<file path="config.mk">
export PLATFORM = sky130hd
export DESIGN_NAME = line_follow_pid_steering
export DESIGN_NICKNAME = d
export VERILOG_FILES = /design/src/rtl/lfps_pkg.sv /design/src/rtl/line_follow_pid_steering.sv /design/src/rtl/lfps_seq.sv /design/src/rtl/lfps_dp.sv
export VERILOG_INCLUDE_DIRS = /design/src /design/src/rtl
export SDC_FILE = /design/constraint.sdc
export NUM_CORES = 2
export LEC_CHECK = 0
export BUFFER_PORTS_ARGS = -buffer_cell sky130_fd_sc_hd__buf_4
export CAP_MARGIN = 20
export CORE_MARGIN = 4
export CORE_UTILIZATION = 63
export DETAILED_ROUTE_END_ITERATION = 16
export PLACE_DENSITY = 0.88
export RECOVER_POWER = 50
export SLEW_MARGIN = 20
export SYNTH_ARGS = -nofsm -noshare
export SYNTH_HDL_FRONTEND = slang
export SYNTH_SLANG_ARGS = --single-unit
</file>
<file path="constraint.sdc">
create_clock -name aclk -period 20.8 [get_ports aclk]
set_input_delay 4.16 -clock aclk [delete_from_list [all_inputs] [get_ports aclk]]
set_output_delay 4.16 -clock aclk [all_outputs]
set_load 0.005 [all_outputs]
</file>
<file path="src/rtl/line_follow_pid_steering_defines.svh">
// Assertion macros shared by the line-follow steering RTL.
// Needs no other file; the checks compile away when SYNTHESIS is defined.
`ifndef LINE_FOLLOW_PID_STEERING_DEFINES_SVH
`define LINE_FOLLOW_PID_STEERING_DEFINES_SVH
`ifndef SYNTHESIS
`define LFPS_ASSERT(name, clk, rst_n, prop) \
    name: assert property (@(posedge clk) disable iff (!rst_n) (prop)) \
        else $error("lfps assertion failed");
`define LFPS_ASSERT_ALWAYS(name, clk, prop) \
    name: assert property (@(posedge clk) (prop)) \
        else $error("lfps assertion failed");
`else
`define LFPS_ASSERT(name, clk, rst_n, prop)
`define LFPS_ASSERT_ALWAYS(name, clk, prop)
`endif
`endif

</file>
<file path="src/rtl/lfps_pkg.sv">
`timescale 1ns / 1ps
// Types, constants and the microcode program of the line-follow steering block.
// Used by the sequencer, the datapath and the top level; depends on nothing.
package lfps_pkg;

    localparam int SAMPLE_BITS = 12;

    localparam int CENTER_W = 12;
    localparam int RECIP_W  = 16;
    localparam int GAIN_W   = 16;
    localparam int BAND_W   = 15;
    localparam int LIMIT_W  = 16;
    localparam int SPEED_W  = 16;
    localparam int CORR_W   = 16;
    localparam int ERR_W    = 16;
    localparam int SUM_W    = 29;

    localparam int CFG_INDEX_W = 4;
    localparam int CFG_DATA_W  = 16;

    localparam int DIFF_W   = ((SAMPLE_BITS > CENTER_W) ? SAMPLE_BITS : CENTER_W) + 1;
    localparam int MUL_W    = 32;
    localparam int PROD_W   = 2 * MUL_W;
    localparam int ACC_W    = 32;
    localparam int DDIFF_W  = ERR_W + 1;
    localparam int GD100_W  = GAIN_W + 7;
    localparam int IDIV_W   = 31;
    localparam int Q_W      = 27;
    localparam int DRV_W    = SPEED_W + 2;

    localparam int SHIFT_ERR       = 10;
    localparam int SHIFT_PD        = 11;
    localparam int DIV_SHIFT       = 13;
    localparam int DIV_MAGIC_SHIFT = 35;
    localparam logic [IDIV_W-1:0] DIV_MAGIC = 31'd1374389535;

    localparam logic signed [ERR_W-1:0]   ERR_ONE      = 16'sd16384;
    localparam logic signed [SUM_W-1:0]   SUM_LIMIT    = 29'sd163840000;
    localparam logic signed [ACC_W-1:0]   ACC_CORR_MAX = 32'sd32767;
    localparam logic signed [ACC_W-1:0]   ACC_CORR_MIN = -32'sd32768;
    localparam logic signed [DRV_W-1:0]   DRV_MAX      = 18'sd32768;
    localparam logic [SPEED_W-1:0]        DRIVE_MAX    = 16'd32768;

    typedef enum logic [CFG_INDEX_W-1:0] {
        REG_CENTER = 4'd0,
        REG_RECIP  = 4'd1,
        REG_GAIN_P = 4'd2,
        REG_GAIN_I = 4'd3,
        REG_GAIN_D = 4'd4,
        REG_BAND   = 4'd5,
        REG_LIMIT  = 4'd6,
        REG_BASE   = 4'd7
    } reg_idx_t;

    typedef struct packed {
        logic [CENTER_W-1:0] center_threshold;
        logic [RECIP_W-1:0]  threshold_reciprocal;
        logic [GAIN_W-1:0]   gain_p;
        logic [GAIN_W-1:0]   gain_i;
        logic [GAIN_W-1:0]   gain_d;
        logic [BAND_W-1:0]   dead_band;
        logic [LIMIT_W-1:0]  correction_limit;
        logic [SPEED_W-1:0]  cruise_speed;
    } cfg_t;

    localparam cfg_t CFG_RESET = '{
        center_threshold:     12'd1350,
        threshold_reciprocal: 16'd12428,
        gain_p:               16'd819,
        gain_i:               16'd0,
        gain_d:               16'd82,
        dead_band:            15'd1311,
        correction_limit:     16'd6554,
        cruise_speed:         16'd9830
    };

    localparam int STEP_W = 4;

    typedef enum logic [1:0] {
        JMP_NEXT,
        JMP_WAIT_IN,
        JMP_WAIT_OUT
    } jmp_t;

    typedef enum logic [2:0] {
        MUL_NONE,
        MUL_ERR,
        MUL_P,
        MUL_I,
        MUL_D,
        MUL_DIV
    } mul_sel_t;

    typedef enum logic [1:0] {
        ACC_HOLD,
        ACC_LOAD,
        ACC_ADD_SHR,
        ACC_ADD_Q
    } acc_op_t;

    typedef struct packed {
        jmp_t              jmp;
        logic [STEP_W-1:0] target;
        mul_sel_t          mul;
        acc_op_t           acc;
        logic              in_ready;
        logic              ld_err;
        logic              ld_sum;
        logic              ld_idiv;
        logic              commit;
        logic              ld_corr;
        logic              ld_out;
    } ucode_t;

    typedef struct packed {
        logic in_valid;
        logic out_free;
    } cond_t;

    localparam logic [STEP_W-1:0] STEP_IDLE   = 4'd0;
    localparam logic [STEP_W-1:0] STEP_MUL_E  = 4'd1;
    localparam logic [STEP_W-1:0] STEP_ERR    = 4'd2;
    localparam logic [STEP_W-1:0] STEP_MUL_P  = 4'd3;
    localparam logic [STEP_W-1:0] STEP_P      = 4'd4;
    localparam logic [STEP_W-1:0] STEP_IDIV   = 4'd5;
    localparam logic [STEP_W-1:0] STEP_D      = 4'd6;
    localparam logic [STEP_W-1:0] STEP_I      = 4'd7;
    localparam logic [STEP_W-1:0] STEP_CORR   = 4'd8;
    localparam logic [STEP_W-1:0] STEP_DRIVE  = 4'd9;

    localparam ucode_t UC_NOP = '{
        jmp: JMP_NEXT, target: STEP_IDLE, mul: MUL_NONE, acc: ACC_HOLD,
        in_ready: 1'b0, ld_err: 1'b0, ld_sum: 1'b0, ld_idiv: 1'b0,
        commit: 1'b0, ld_corr: 1'b0, ld_out: 1'b0
    };

    function automatic ucode_t ucode_rom(input logic [STEP_W-1:0] step);
        ucode_t uc;
        uc = UC_NOP;
        case (step)
            STEP_IDLE: begin
                uc.jmp = JMP_WAIT_IN;
                uc.in_ready = 1'b1;
            end
            STEP_MUL_E: begin
                uc.mul = MUL_ERR;
            end
            STEP_ERR: begin
                uc.ld_err = 1'b1;
            end
            STEP_MUL_P: begin
                uc.mul = MUL_P;
                uc.ld_sum = 1'b1;
            end
            STEP_P: begin
                uc.acc = ACC_LOAD;
                uc.mul = MUL_I;
            end
            STEP_IDIV: begin
                uc.ld_idiv = 1'b1;
                uc.mul = MUL_D;
            end
            STEP_D: begin
                uc.acc = ACC_ADD_SHR;
                uc.mul = MUL_DIV;
            end
            STEP_I: begin
                uc.acc = ACC_ADD_Q;
                uc.commit = 1'b1;
            end
            STEP_CORR: begin
                uc.ld_corr = 1'b1;
            end
            STEP_DRIVE: begin
                uc.ld_out = 1'b1;
                uc.jmp = JMP_WAIT_OUT;
                uc.target = STEP_IDLE;
            end
            default: begin
                uc.jmp = JMP_WAIT_OUT;
                uc.target = STEP_IDLE;
            end
        endcase
        return uc;
    endfunction

endpackage

</file>
<file path="src/rtl/line_follow_pid_steering.sv">
`timescale 1ns / 1ps
// Line-follow PID steering: a sample transaction is accepted while the sequencer is idle,
// and its result is loaded into the output register in the last step of the ten-step
// microcode program around one shared 32x32 multiplier; no new sample is accepted until
// the program is back in idle, and its last step waits while the output register still
// holds a result. Reset (aresetn, synchronous, active low) restores the configuration and
// step counter, clears the previous error and the error sum, and drops any pending result.
`include "line_follow_pid_steering_defines.svh"
module line_follow_pid_steering import lfps_pkg::*; (
    input  logic                      aclk,
    input  logic                      aresetn,
    input  logic                      s_valid,
    output logic                      s_ready,
    input  logic [SAMPLE_BITS-1:0]    s_sensor_sample,
    output logic                      m_valid,
    input  logic                      m_ready,
    output logic [SPEED_W-1:0]        m_left_drive,
    output logic [SPEED_W-1:0]        m_right_drive,
    output logic signed [CORR_W-1:0]  m_steer_correction,
    input  logic                      cfg_valid,
    output logic                      cfg_ready,
    input  logic [CFG_INDEX_W-1:0]    cfg_index,
    input  logic [CFG_DATA_W-1:0]     cfg_data
);

    cfg_t   cfg_reg;
    cfg_t   cfg_next;
    ucode_t ctrl;
    cond_t  cond;

    logic                     in_accept;
    logic                     out_free;
    logic                     out_load;
    logic                     m_valid_reg;
    logic                     m_valid_next;
    logic [SPEED_W-1:0]       left_reg;
    logic [SPEED_W-1:0]       right_reg;
    logic signed [CORR_W-1:0] steer_reg;
    logic [SPEED_W-1:0]       dp_left;
    logic [SPEED_W-1:0]       dp_right;
    logic signed [CORR_W-1:0] dp_corr;
    logic signed [LIMIT_W:0]  lim_ext;
    logic                     drive_in_range;
    logic                     corr_in_limit;

    assign cfg_ready = 1'b1;
    assign s_ready   = ctrl.in_ready;
    assign in_accept = s_valid && s_ready;
    assign out_free  = !m_valid_reg || m_ready;
    assign out_load  = ctrl.ld_out && out_free;
    assign cond      = '{in_valid: s_valid, out_free: out_free};

    always_comb begin
        cfg_next = cfg_reg;
        if (cfg_valid) begin
            case (reg_idx_t'(cfg_index))
                REG_CENTER: cfg_next.center_threshold     = cfg_data[CENTER_W-1:0];
                REG_RECIP:  cfg_next.threshold_reciprocal = cfg_data[RECIP_W-1:0];
                REG_GAIN_P: cfg_next.gain_p               = cfg_data[GAIN_W-1:0];
                REG_GAIN_I: cfg_next.gain_i               = cfg_data[GAIN_W-1:0];
                REG_GAIN_D: cfg_next.gain_d               = cfg_data[GAIN_W-1:0];
                REG_BAND:   cfg_next.dead_band            = cfg_data[BAND_W-1:0];
                REG_LIMIT:  cfg_next.correction_limit     = cfg_data[LIMIT_W-1:0];
                REG_BASE:   cfg_next.cruise_speed         = cfg_data[SPEED_W-1:0];
                default:    cfg_next = cfg_reg;
            endcase
        end
    end

    always_comb begin
        if (out_load) begin
            m_valid_next = 1'b1;
        end else if (m_ready) begin
            m_valid_next = 1'b0;
        end else begin
            m_valid_next = m_valid_reg;
        end
    end

    always_ff @(posedge aclk) begin
        if (!aresetn) begin
            cfg_reg     <= CFG_RESET;
            m_valid_reg <= 1'b0;
        end else begin
            cfg_reg     <= cfg_next;
            m_valid_reg <= m_valid_next;
        end
    end

    always_ff @(posedge aclk) begin
        if (out_load) begin
            left_reg  <= dp_left;
            right_reg <= dp_right;
            steer_reg <= dp_corr;
        end
    end

    assign m_valid            = m_valid_reg;
    assign m_left_drive       = left_reg;
    assign m_right_drive      = right_reg;
    assign m_steer_correction = steer_reg;
    assign lim_ext            = {1'b0, cfg_reg.correction_limit};
    assign drive_in_range     = m_left_drive <= DRIVE_MAX && m_right_drive <= DRIVE_MAX;
    assign corr_in_limit      = m_steer_correction <= lim_ext
                                && m_steer_correction >= -lim_ext;

    lfps_seq u_seq (
        .aclk    (aclk),
        .aresetn (aresetn),
        .cond    (cond),
        .ctrl    (ctrl)
    );

    lfps_dp u_dp (
        .aclk        (aclk),
        .aresetn     (aresetn),
        .ctrl        (ctrl),
        .cfg         (cfg_reg),
        .in_accept   (in_accept),
        .sample      (s_sensor_sample),
        .left_drive  (dp_left),
        .right_drive (dp_right),
        .corr        (dp_corr)
    );

    `LFPS_ASSERT(a_busy_after_accept, aclk, aresetn, s_valid && s_ready |=> !s_ready)
    `LFPS_ASSERT(a_load_from_seq, aclk, aresetn, $rose(m_valid) |-> $past(ctrl.ld_out))
    `LFPS_ASSERT(a_drive_range, aclk, aresetn, m_valid |-> drive_in_range)
    `LFPS_ASSERT(a_corr_limit, aclk, aresetn, m_valid |-> corr_in_limit)

endmodule

</file>
<file path="src/rtl/lfps_seq.sv">
`timescale 1ns / 1ps
// Microcode sequencer: step counter, program table lookup and jump logic.
// Depends on lfps_pkg for the control word, the condition group and the program.
module lfps_seq import lfps_pkg::*; (
    input  logic   aclk,
    input  logic   aresetn,
    input  cond_t  cond,
    output ucode_t ctrl
);

    logic [STEP_W-1:0] step_reg;
    logic [STEP_W-1:0] step_next;

    assign ctrl = ucode_rom(step_reg);

    always_comb begin
        case (ctrl.jmp)
            JMP_NEXT:     step_next = step_reg + STEP_W'(1);
            JMP_WAIT_IN:  step_next = cond.in_valid ? step_reg + STEP_W'(1) : step_reg;
            JMP_WAIT_OUT: step_next = cond.out_free ? ctrl.target : step_reg;
            default:      step_next = STEP_IDLE;
        endcase
    end

    always_ff @(posedge aclk) begin
        if (!aresetn) begin
            step_reg <= STEP_IDLE;
        end else begin
            step_reg <= step_next;
        end
    end

endmodule

</file>
<file path="src/rtl/lfps_dp.sv">
`timescale 1ns / 1ps
// Datapath: shared multiplier, error shaping, PID accumulation and output saturation.
// Depends on lfps_pkg; every step is driven by the sequencer's control word.
module lfps_dp import lfps_pkg::*; (
    input  logic                      aclk,
    input  logic                      aresetn,
    input  ucode_t                    ctrl,
    input  cfg_t                      cfg,
    input  logic                      in_accept,
    input  logic [SAMPLE_BITS-1:0]    sample,
    output logic [SPEED_W-1:0]        left_drive,
    output logic [SPEED_W-1:0]        right_drive,
    output logic signed [CORR_W-1:0]  corr
);

    function automatic logic signed [PROD_W-1:0] shr_tz(
        input logic signed [PROD_W-1:0] v,
        input int unsigned              sh
    );
        logic signed [PROD_W-1:0] bias;
        bias = v[PROD_W-1] ? ((PROD_W'(1) << sh) - PROD_W'(1)) : '0;
        return (v + bias) >>> sh;
    endfunction

    logic signed [DIFF_W-1:0]  diff_reg;
    logic signed [ERR_W-1:0]   err_reg;
    logic signed [SUM_W-1:0]   sum_tmp_reg;
    logic signed [DDIFF_W-1:0] ddiff_reg;
    logic [GD100_W-1:0]        gd100_reg;
    logic                      i_neg_reg;
    logic [IDIV_W-1:0]         idiv_reg;
    logic signed [PROD_W-1:0]  prod_reg;
    logic signed [ACC_W-1:0]   acc_reg;
    logic signed [CORR_W-1:0]  corr_reg;
    logic signed [ERR_W-1:0]   last_err_reg;
    logic signed [SUM_W-1:0]   error_sum_reg;

    logic signed [MUL_W-1:0]   mul_a;
    logic signed [MUL_W-1:0]   mul_b;
    logic signed [PROD_W-1:0]  prod_shr;
    logic signed [PROD_W-1:0]  err_shr;
    logic signed [ERR_W-1:0]   err_cl;
    logic [BAND_W-1:0]         err_mag;
    logic signed [ERR_W-1:0]   err_db;
    logic [PROD_W-1:0]         prod_mag;
    logic [Q_W-1:0]            quot;
    logic signed [ACC_W-1:0]   i_term;
    logic signed [ACC_W-1:0]   lim_s;
    logic signed [ACC_W-1:0]   corr_lim;
    logic signed [ACC_W-1:0]   corr_sat;
    logic signed [SUM_W-1:0]   sum_clamped;
    logic signed [DRV_W-1:0]   left_raw;
    logic signed [DRV_W-1:0]   right_raw;

    always_comb begin
        case (ctrl.mul)
            MUL_ERR: begin
                mul_a = MUL_W'(diff_reg);
                mul_b = MUL_W'(cfg.threshold_reciprocal);
            end
            MUL_P: begin
                mul_a = MUL_W'(cfg.gain_p);
                mul_b = MUL_W'(err_reg);
            end
            MUL_I: begin
                mul_a = MUL_W'(cfg.gain_i);
                mul_b = MUL_W'(sum_tmp_reg);
            end
            MUL_D: begin
                mul_a = MUL_W'(gd100_reg);
                mul_b = MUL_W'(ddiff_reg);
            end
            MUL_DIV: begin
                mul_a = MUL_W'(idiv_reg);
                mul_b = MUL_W'(DIV_MAGIC);
            end
            default: begin
                mul_a = '0;
                mul_b = '0;
            end
        endcase
    end

    always_comb begin
        prod_shr = shr_tz(prod_reg, SHIFT_PD);
        err_shr  = shr_tz(prod_reg, SHIFT_ERR);

        if (err_shr > PROD_W'(ERR_ONE)) begin
            err_cl = ERR_ONE;
        end else if (err_shr < -PROD_W'(ERR_ONE)) begin
            err_cl = -ERR_ONE;
        end else begin
            err_cl = ERR_W'(err_shr);
        end
        err_mag = err_cl[ERR_W-1] ? BAND_W'(-err_cl) : BAND_W'(err_cl);
        err_db  = (err_mag < cfg.dead_band) ? '0 : err_cl;

        prod_mag = prod_reg[PROD_W-1] ? PROD_W'(-prod_reg) : PROD_W'(prod_reg);
        quot     = prod_reg[DIV_MAGIC_SHIFT +: Q_W];
        i_term   = i_neg_reg ? -ACC_W'(quot) : ACC_W'(quot);

        lim_s = ACC_W'(cfg.correction_limit);
        if (acc_reg > lim_s) begin
            corr_lim = lim_s;
        end else if (acc_reg < -lim_s) begin
            corr_lim = -lim_s;
        end else begin
            corr_lim = acc_reg;
        end
        if (corr_lim > ACC_CORR_MAX) begin
            corr_sat = ACC_CORR_MAX;
        end else if (corr_lim < ACC_CORR_MIN) begin
            corr_sat = ACC_CORR_MIN;
        end else begin
            corr_sat = corr_lim;
        end

        if (sum_tmp_reg > SUM_LIMIT) begin
            sum_clamped = SUM_LIMIT;
        end else if (sum_tmp_reg < -SUM_LIMIT) begin
            sum_clamped = -SUM_LIMIT;
        end else begin
            sum_clamped = sum_tmp_reg;
        end

        left_raw  = DRV_W'(cfg.cruise_speed) - DRV_W'(corr_reg);
        right_raw = DRV_W'(cfg.cruise_speed) + DRV_W'(corr_reg);
    end

    always_comb begin
        if (left_raw < 0) begin
            left_drive = '0;
        end else if (left_raw > DRV_MAX) begin
            left_drive = DRIVE_MAX;
        end else begin
            left_drive = SPEED_W'(left_raw);
        end
        if (right_raw < 0) begin
            right_drive = '0;
        end else if (right_raw > DRV_MAX) begin
            right_drive = DRIVE_MAX;
        end else begin
            right_drive = SPEED_W'(right_raw);
        end
    end

    assign corr = corr_reg;

    always_ff @(posedge aclk) begin
        prod_reg  <= mul_a * mul_b;
        gd100_reg <= (GD100_W'(cfg.gain_d) << 6) + (GD100_W'(cfg.gain_d) << 5)
                   + (GD100_W'(cfg.gain_d) << 2);
        if (in_accept) begin
            diff_reg <= DIFF_W'(sample) - DIFF_W'(cfg.center_threshold);
        end
        if (ctrl.ld_err) begin
            err_reg <= err_db;
        end
        if (ctrl.ld_sum) begin
            sum_tmp_reg <= error_sum_reg + SUM_W'(err_reg);
            ddiff_reg   <= DDIFF_W'(err_reg) - DDIFF_W'(last_err_reg);
        end
        if (ctrl.ld_idiv) begin
            i_neg_reg <= prod_reg[PROD_W-1];
            idiv_reg  <= prod_mag[DIV_SHIFT +: IDIV_W];
        end
        case (ctrl.acc)
            ACC_LOAD:    acc_reg <= ACC_W'(prod_shr);
            ACC_ADD_SHR: acc_reg <= acc_reg + ACC_W'(prod_shr);
            ACC_ADD_Q:   acc_reg <= acc_reg + i_term;
            default:     acc_reg <= acc_reg;
        endcase
        if (ctrl.ld_corr) begin
            corr_reg <= CORR_W'(corr_sat);
        end
    end

    always_ff @(posedge aclk) begin
        if (!aresetn) begin
            last_err_reg  <= '0;
            error_sum_reg <= '0;
        end else if (ctrl.commit) begin
            last_err_reg  <= err_reg;
            error_sum_reg <= sum_clamped;
        end
    end

endmodule

</file>
; After elaboration in Yosys (flattened, before gate mapping)
; Cells that the tools add are included.
; W data, S select, Z words.
[word_totals]
ff_bits = 463
input_bits = 37
output_inout_bits = 51
word_cells = 138
[op_classes]
n_addsub = 16
n_mul = 1
magnitude_cmp = 13
n_eq_ne = 28
n_mux = 32
reduce_logical = 21
[ops]
columns = op, count
row1 = $pmux W32 S5, 2
row2 = $mux W32, 3
row3 = $pmux W32 S3, 1
row4 = $mux W16, 5
row5 = $add A32 B32 Y32, 2
row6 = $add A64 B11 Y64, 1
row7 = $mul A32 B32 Y64, 1
row8 = $mux W29, 2
row9 = $gt A54 B16 Y1 const B, 1
row10 = $lt A54 B15 Y1 const B, 1
row11 = $mux W44, 1
row12 = $neg A44 Y44, 1
row13 = $add A43 B43 Y43, 1
row14 = $gt A18 B17 Y1 const B, 2
row15 = $lt A18 B1 Y1 const B, 2
row16 = $eq A4 B3 Y1 const B, 8
row17 = $gt A32 B16 Y1 const B, 1
row18 = $gt A32 B17 Y1, 1
row19 = $lt A32 B16 Y1 const B, 1
row20 = $lt A32 B32 Y1, 1
row21 = $neg A16 Y32, 1
row22 = $neg A27 Y32, 1
row23 = $add A29 B16 Y29, 1
row24 = $gt A29 B29 Y1 const B, 1
row25 = 38 further kinds, 69

; Logic depth before layout (Yosys ltp)
[logic_depth]
ltp_word = 8
ltp_mapped = 40
mapped_depth_nobuf = 37

; By module
; From an unflattened synthesis, not the netlist that was laid out.
[hier_totals]
cells_unflattened = 7332
hier_area_um2 = 65678.0
[by_module_without_submodules]
columns = module, instances, cells_per_inst, area_per_inst_um2, seq_area_each_um2
row1 = lfps_dp, 1, 6743, 59096.7, 7257.0
row2 = line_follow_pid_steering, 1, 527, 6097.1, 3923.8
row3 = lfps_seq, 1, 62, 484.2, 80.1

; Worst setup path before layout
; OpenSTA, ideal clock, no wires.
[synth_path]
path_type = reg-to-reg
from = reg u_seq.step_reg[1]
to = reg u_dp.prod_reg[63]
setup_time_ps = 121
arrival_time_ps = 10954
required_time_ps = 20679
setup_slack_ps = 9725
path_stages_with_launch = 36
path_buffers = 4
synth_period_minus_slack_ps = 11075
cell_sequence = dfxtp_1 -> ha_1 -> clkbuf_1 -> and2_1 -> nor2b_1 -> clkbuf_1 -> clkbuf_1 -> a222oi_1 -> and2_1 -> clkbuf_1 -> nor2_1 -> inv_1 -> fa_1 -> fa_1 -> inv_1 -> fa_1 -> fa_1 -> inv_1 -> fa_1 -> inv_1 -> fa_1 -> fa_1 -> inv_1 -> fa_1 -> inv_1 -> ha_1 -> a21o_1 -> a21oi_1 -> o21bai_1 -> a31oi_1 -> o31ai_1 -> a211o_1 -> a21o_1 -> a21oi_1 -> o21ai_0 -> xnor2_1
[synth_via]
elab_chain_cells = 5
word_cells_on_any_way = 14
classes_between = 1 x mul / 10 x eq/ne / 3 x mux
[synth_lines]
columns = element, line
row1 = "start, declared", lfps_seq.sv:11  ; logic [STEP_W-1:0] step_reg;
row2 = "start signal, assigned", lfps_seq.sv:29  ; step_reg <= step_next;
row3 = $eq A4 B3 Y1 (tied with other cells), lfps_pkg.sv:140  ; case (step)
row4 = $pmux W3 S5 (*), lfps_pkg.sv:140
row5 = $eq A3 B3 Y1 (tied with other cells), lfps_dp.sv:56  ; case (ctrl.mul)
row6 = $pmux W32 S5, lfps_dp.sv:56
row7 = $mul A32 B32 Y64 (*), lfps_dp.sv:150  ; prod_reg <= mul_a * mul_b;
row8 = "end signal, assigned", lfps_dp.sv:150
row9 = "end, declared", lfps_dp.sv:32  ; logic signed [PROD_W-1:0] prod_reg;
; Every way passes the cells marked *; elsewhere a longest branch is shown, timed or not.
; A chain may end at the register's enable or synchronous reset.

; Worst setup path after layout
; Same ends and word-level chain as after synthesis.

==> metrics list <==
* Worst-case register-to-register setup slack: between 6 and 7 ns
- Post-route clock period utilization: about two thirds
* Largest stage delay, worst path: 1.97 ns
* Remaining antenna violation count: 0
- Clock root buffer: sky130_fd_sc_hd__clkbuf_16
- Number of vias per cell: 6.121
* Netlist cell types: 92
* Data required time at the worst endpoint: about 21 ns
* Total setup buffers inserted after CTS: 0
- Layout overhead on the synthesized area: 5.139%
- Routed wire length: about 200 mm
- Global routing used between 30 and 40% of the available tracks.
* Half-perimeter wire length after placement: around 160 mm
* Clock tree from TritonCTS: built
- In the synthesized netlist the dominant register cell turns out to be sky130_fd_sc_hd__dfxtp_1.
- # H-tree levels: 2
- First-pass DRT Iterations: 12
* Core Footprint: approximately 100000 um^2
- Power Internal: around 0.0046 W
- Number of flops mapped to enable cells by yosys: 203
- On the critical path, the stage with the largest delay is an instance of sky130_fd_sc_hd__clkbuf_1.
* Placement Rows: roughly 120
* Maximum number of pins on one net before global-route repair: ~100
* Width of the chip: about 330 um
- The routed layout has between 50000 and 60000 vias.
* Flop and latch count out of synthesis: ~460
- Final count of pins violating max slew: between 300 and 400
* Sequential element share of the synthesized area: between 10% and 20%
* Detailed-route DRC error count: 0
- By instance count, the cell type seen most on the critical path is sky130_fd_sc_hd__fa_1.
- Setup violations remaining at the end of the flow were counted as 0.
- For this configuration, the core starts out at a cell density of 63.66%.
- In this run the worst setup path begins at u_seq.step_reg[1]$_SDFFE_PN0P_.
* Wire length per cell after detailed routing: between 20 and 25 um
- Net switching power of the design: 0.005238 W
* Part of the total power dissipated in sequential elements: 13.6%
- Cells with a size suffix above 1 make up between 4 and 5% of the layout.
- Across the VDD grid, the largest voltage drop is 0.6433 mV.
- Clock sinks: between 400 and 500
- Crit path kind: reg2reg
- At the end of routability-driven placement, the weighted congestion stood at between 1 and 1.5.
* Switching power as a share of total power: between 50% and 60%
- Final critical-path required period: between 10 and 15 ns
- Netlist area before placement: about 65000 um^2
* Port bufs: 86
* Hold/Removal Path Class: reg2reg
- Critical path launch point type: flop
* Biggest fanout along the worst timing path: 47
* Clk Latency, worst-skew pair: ~0.63 ns
- Number of hold buffers added after cts: 0
- The floorplan step defined a die boundary enclosing 108300 um^2.
- The count of final hold-check violations was 0.
- Relative max-transition margin: -97.95%
- Warnings from Yosys: 0
* Overall die height: approximately 330 um
- The worst setup path is captured at a flop.
- The via count of the first global-routing pass was between 50000 and 60000.
- For this design the static power due to leakage is ~32 nW.
- For this run, asynchronously set or reset flops after synthesis account for 0%.
- Beginning of the worst hold path: cfg_reg[47]$_SDFFE_PN0P_
* Fraction of power consumed by combinational cells: 78.0%
- Actual slew at the worst max-slew pin: a little under 3 ns
- # Max-Cap Violations: 7
* Num ports: between 80 and 90
* Pwr/cell area: 144.2 nW/um^2
- Violations in the final reports: max-capacitance violations, max-slew violations
- Remaining global-route overflow: 0
- Setup repair after global routing left no endpoint under its margin.
* Util after Layout: roughly two thirds
- Largest register FFs: roughly 120
- The longest clock path from root to sink contains 3 buffers.
* Count of mapped cells out of synthesis: approximately 7300
* Mean Syn Cell Area: approximately 8.9 um^2
- The flow ran to the end, but the final reports show violations.
- Share of power burned in the clock network: 8.3%
- The first global-routing pass estimated 310.7 mm of wire.
- The initial antenna violation count is 8.
* Clock edge transition at the registers on the reported setup and hold paths: 0.07 ns
- Number of gates resized after CTS: 0
* Nets@finish: slightly below 9000
- Counting the buffers created by CTS gives 43.
- The detailed router finished its first iteration with around 6400 violations.
- Data arrives at the worst endpoint at around 15 ns.
- Fmax: ~0.071 GHz
- In this run the critical register-to-register path is launched from u_seq.step_reg[1]$_SDFFE_PN0P_.
* Final total negative setup slack: 0 ns
* Clock skew: approximately 0.054 ns
==> logic make-up (layout without fill, tap and decap cells) <==
family                     Yosys count  after routing  share of synthesized area, %
buffers and inverters             1767           1693                         10.55
and+or+nand+nor                   2181           2181                         14.89
DFF                                461            461                         17.34
xor gates and xnor gates           302            302                         4.072
AOI/OAI and AO/OA                 1046           1046                         10.78
other                                2             81                       0.01156
muxes                               41             41                        0.6569
adders and majority gates         1508           1508                         41.69
==> Yosys cell counts, types with 21 or more instances <==
master                     count  area (um^2)
sky130_fd_sc_hd__a22oi_1      26        195.2
sky130_fd_sc_hd__o31ai_1      24        180.2
sky130_fd_sc_hd__nor3_1       71        355.3
sky130_fd_sc_hd__o21bai_1     30        225.2
sky130_fd_sc_hd__o211ai_1     34        255.2
sky130_fd_sc_hd__a222oi_1     27        270.3
sky130_fd_sc_hd__edfxtp_1    203         6096
sky130_fd_sc_hd__nand2b_1     41        256.5
sky130_fd_sc_hd__o21a_1       46        345.3
sky130_fd_sc_hd__a31oi_1      24        150.1
sky130_fd_sc_hd__nand2_1     892         3348
sky130_fd_sc_hd__clkbuf_1    272         1021
sky130_fd_sc_hd__nor4_1       60        375.4
sky130_fd_sc_hd__o21ai_0     187        935.9
sky130_fd_sc_hd__dfxtp_1     258         5165
sky130_fd_sc_hd__ha_1        414         5180
sky130_fd_sc_hd__buf_6        21        236.5
sky130_fd_sc_hd__inv_1      1430         5368
sky130_fd_sc_hd__nand3_1      94        470.5
sky130_fd_sc_hd__xor2_1       63        551.8
sky130_fd_sc_hd__a21oi_1     239         1196
sky130_fd_sc_hd__fa_1       1094        21900
sky130_fd_sc_hd__a21boi_0    127        953.4
sky130_fd_sc_hd__nor2_1      705         2646
sky130_fd_sc_hd__a21o_1       99        743.2
sky130_fd_sc_hd__mux2i_1      37        370.4
sky130_fd_sc_hd__nor2b_1      62        387.9
sky130_fd_sc_hd__and3_1       31        193.9
sky130_fd_sc_hd__o22ai_1      24        150.1
sky130_fd_sc_hd__or3_1        42        262.8
sky130_fd_sc_hd__and2_1       38        237.7
sky130_fd_sc_hd__nand4_1      50        312.8
sky130_fd_sc_hd__xnor2_1     239         2093
==> layer usage <==
layer  vias up  track usage [%]  wire length (um)
met4         6            19.45             13320
met2      3497            56.77             87210
met3       826            9.394             25100
met1     25910            49.00             71200
met5         -                0                47
li1      22900                -                 -
==> cells in the final DEF (no fill, tap or decap), types with 174 or more instances in the layout <==
cell type                  instances
sky130_fd_sc_hd__a21oi_1         237
sky130_fd_sc_hd__xnor2_1         239
sky130_fd_sc_hd__ha_1            414
sky130_fd_sc_hd__fa_1           1094
sky130_fd_sc_hd__o21ai_0         181
sky130_fd_sc_hd__inv_1          1430
sky130_fd_sc_hd__nor2_1          701
sky130_fd_sc_hd__nand2_1         892
sky130_fd_sc_hd__buf_4           174
sky130_fd_sc_hd__dfxtp_1         258
sky130_fd_sc_hd__edfxtp_1        203
==> through the flow <==
step / area [um^2] / hold slack [ns] / worst slack [ns] / cells / total power [W]
3_3_place_gp: 66980 / 0.4221 / 9.417 / 8599 / 0.008610
6_report: 68290 / 0.4111 / 6.732 / 8681 / 0.009845
2_1_floorplan: 65240 / 0.3909 / 9.725 / 7384 / 0.006861
4_1_cts: 68360 / 0.4151 / 8.998 / 8677 / 0.009763
3_5_place_dp: 66980 / 0.4275 / 9.087 / 8599 / 0.008896
5_1_grt: 68290 / 0.4327 / 6.126 / 8678 / 0.01074
==> power by group through the flow <==
stage / registers, W / logic [W] / clock network [W]
2_1_floorplan: 0.00121 / 0.00565 / 0
5_1_grt: 0.00134 / 0.00854 / 0.000858
6_report: 0.00134 / 0.00768 / 0.000820
3_5_place_dp: 0.00135 / 0.00755 / 0
3_3_place_gp: 0.00135 / 0.00726 / 0
4_1_cts: 0.00133 / 0.00762 / 0.000819
==> critical path: cells and delay by family (launching register included) <==
kind                     cells  cell delay [ns]
adder cells (fa/ha/maj)     10             4.91
buffers and inverters        7             3.46
flip-flops                   1             0.41
AO/OA/AOI/OAI               10             2.49
AND/OR/NAND/NOR              5             2.50
XOR/XNOR                     1             0.13
==> final timing paths <==
path / endpoint / cells past startpoint
max: u_dp.prod_reg[63]$_DFF_P_ / 33
min: u_dp.gd100_reg[2]$_DFF_P_ / 0
max reg2reg: u_dp.prod_reg[63]$_DFF_P_ / 33
min reg2reg: u_dp.gd100_reg[2]$_DFF_P_ / 0
==> area by class of cell <==
| type | instances | area, um^2 |
|---|---|---|
| Tap cell | 1368 | 1712 |
| Fill cell | 7834 | 33740 |
| Inverter | 1431 | 5371 |
| Antenna cell | 3 | 7.507 |
| Clock inverter | 16 | 166.4 |
| Sequential cell | 461 | 11260 |
| Timing Repair Buffer | 184 | 1359 |
| Multi-Input combinational cell | 5156 | 47210 |
| Clock buffer | 62 | 1210 |
Note: power is estimated with default switching activity, not from simulation.
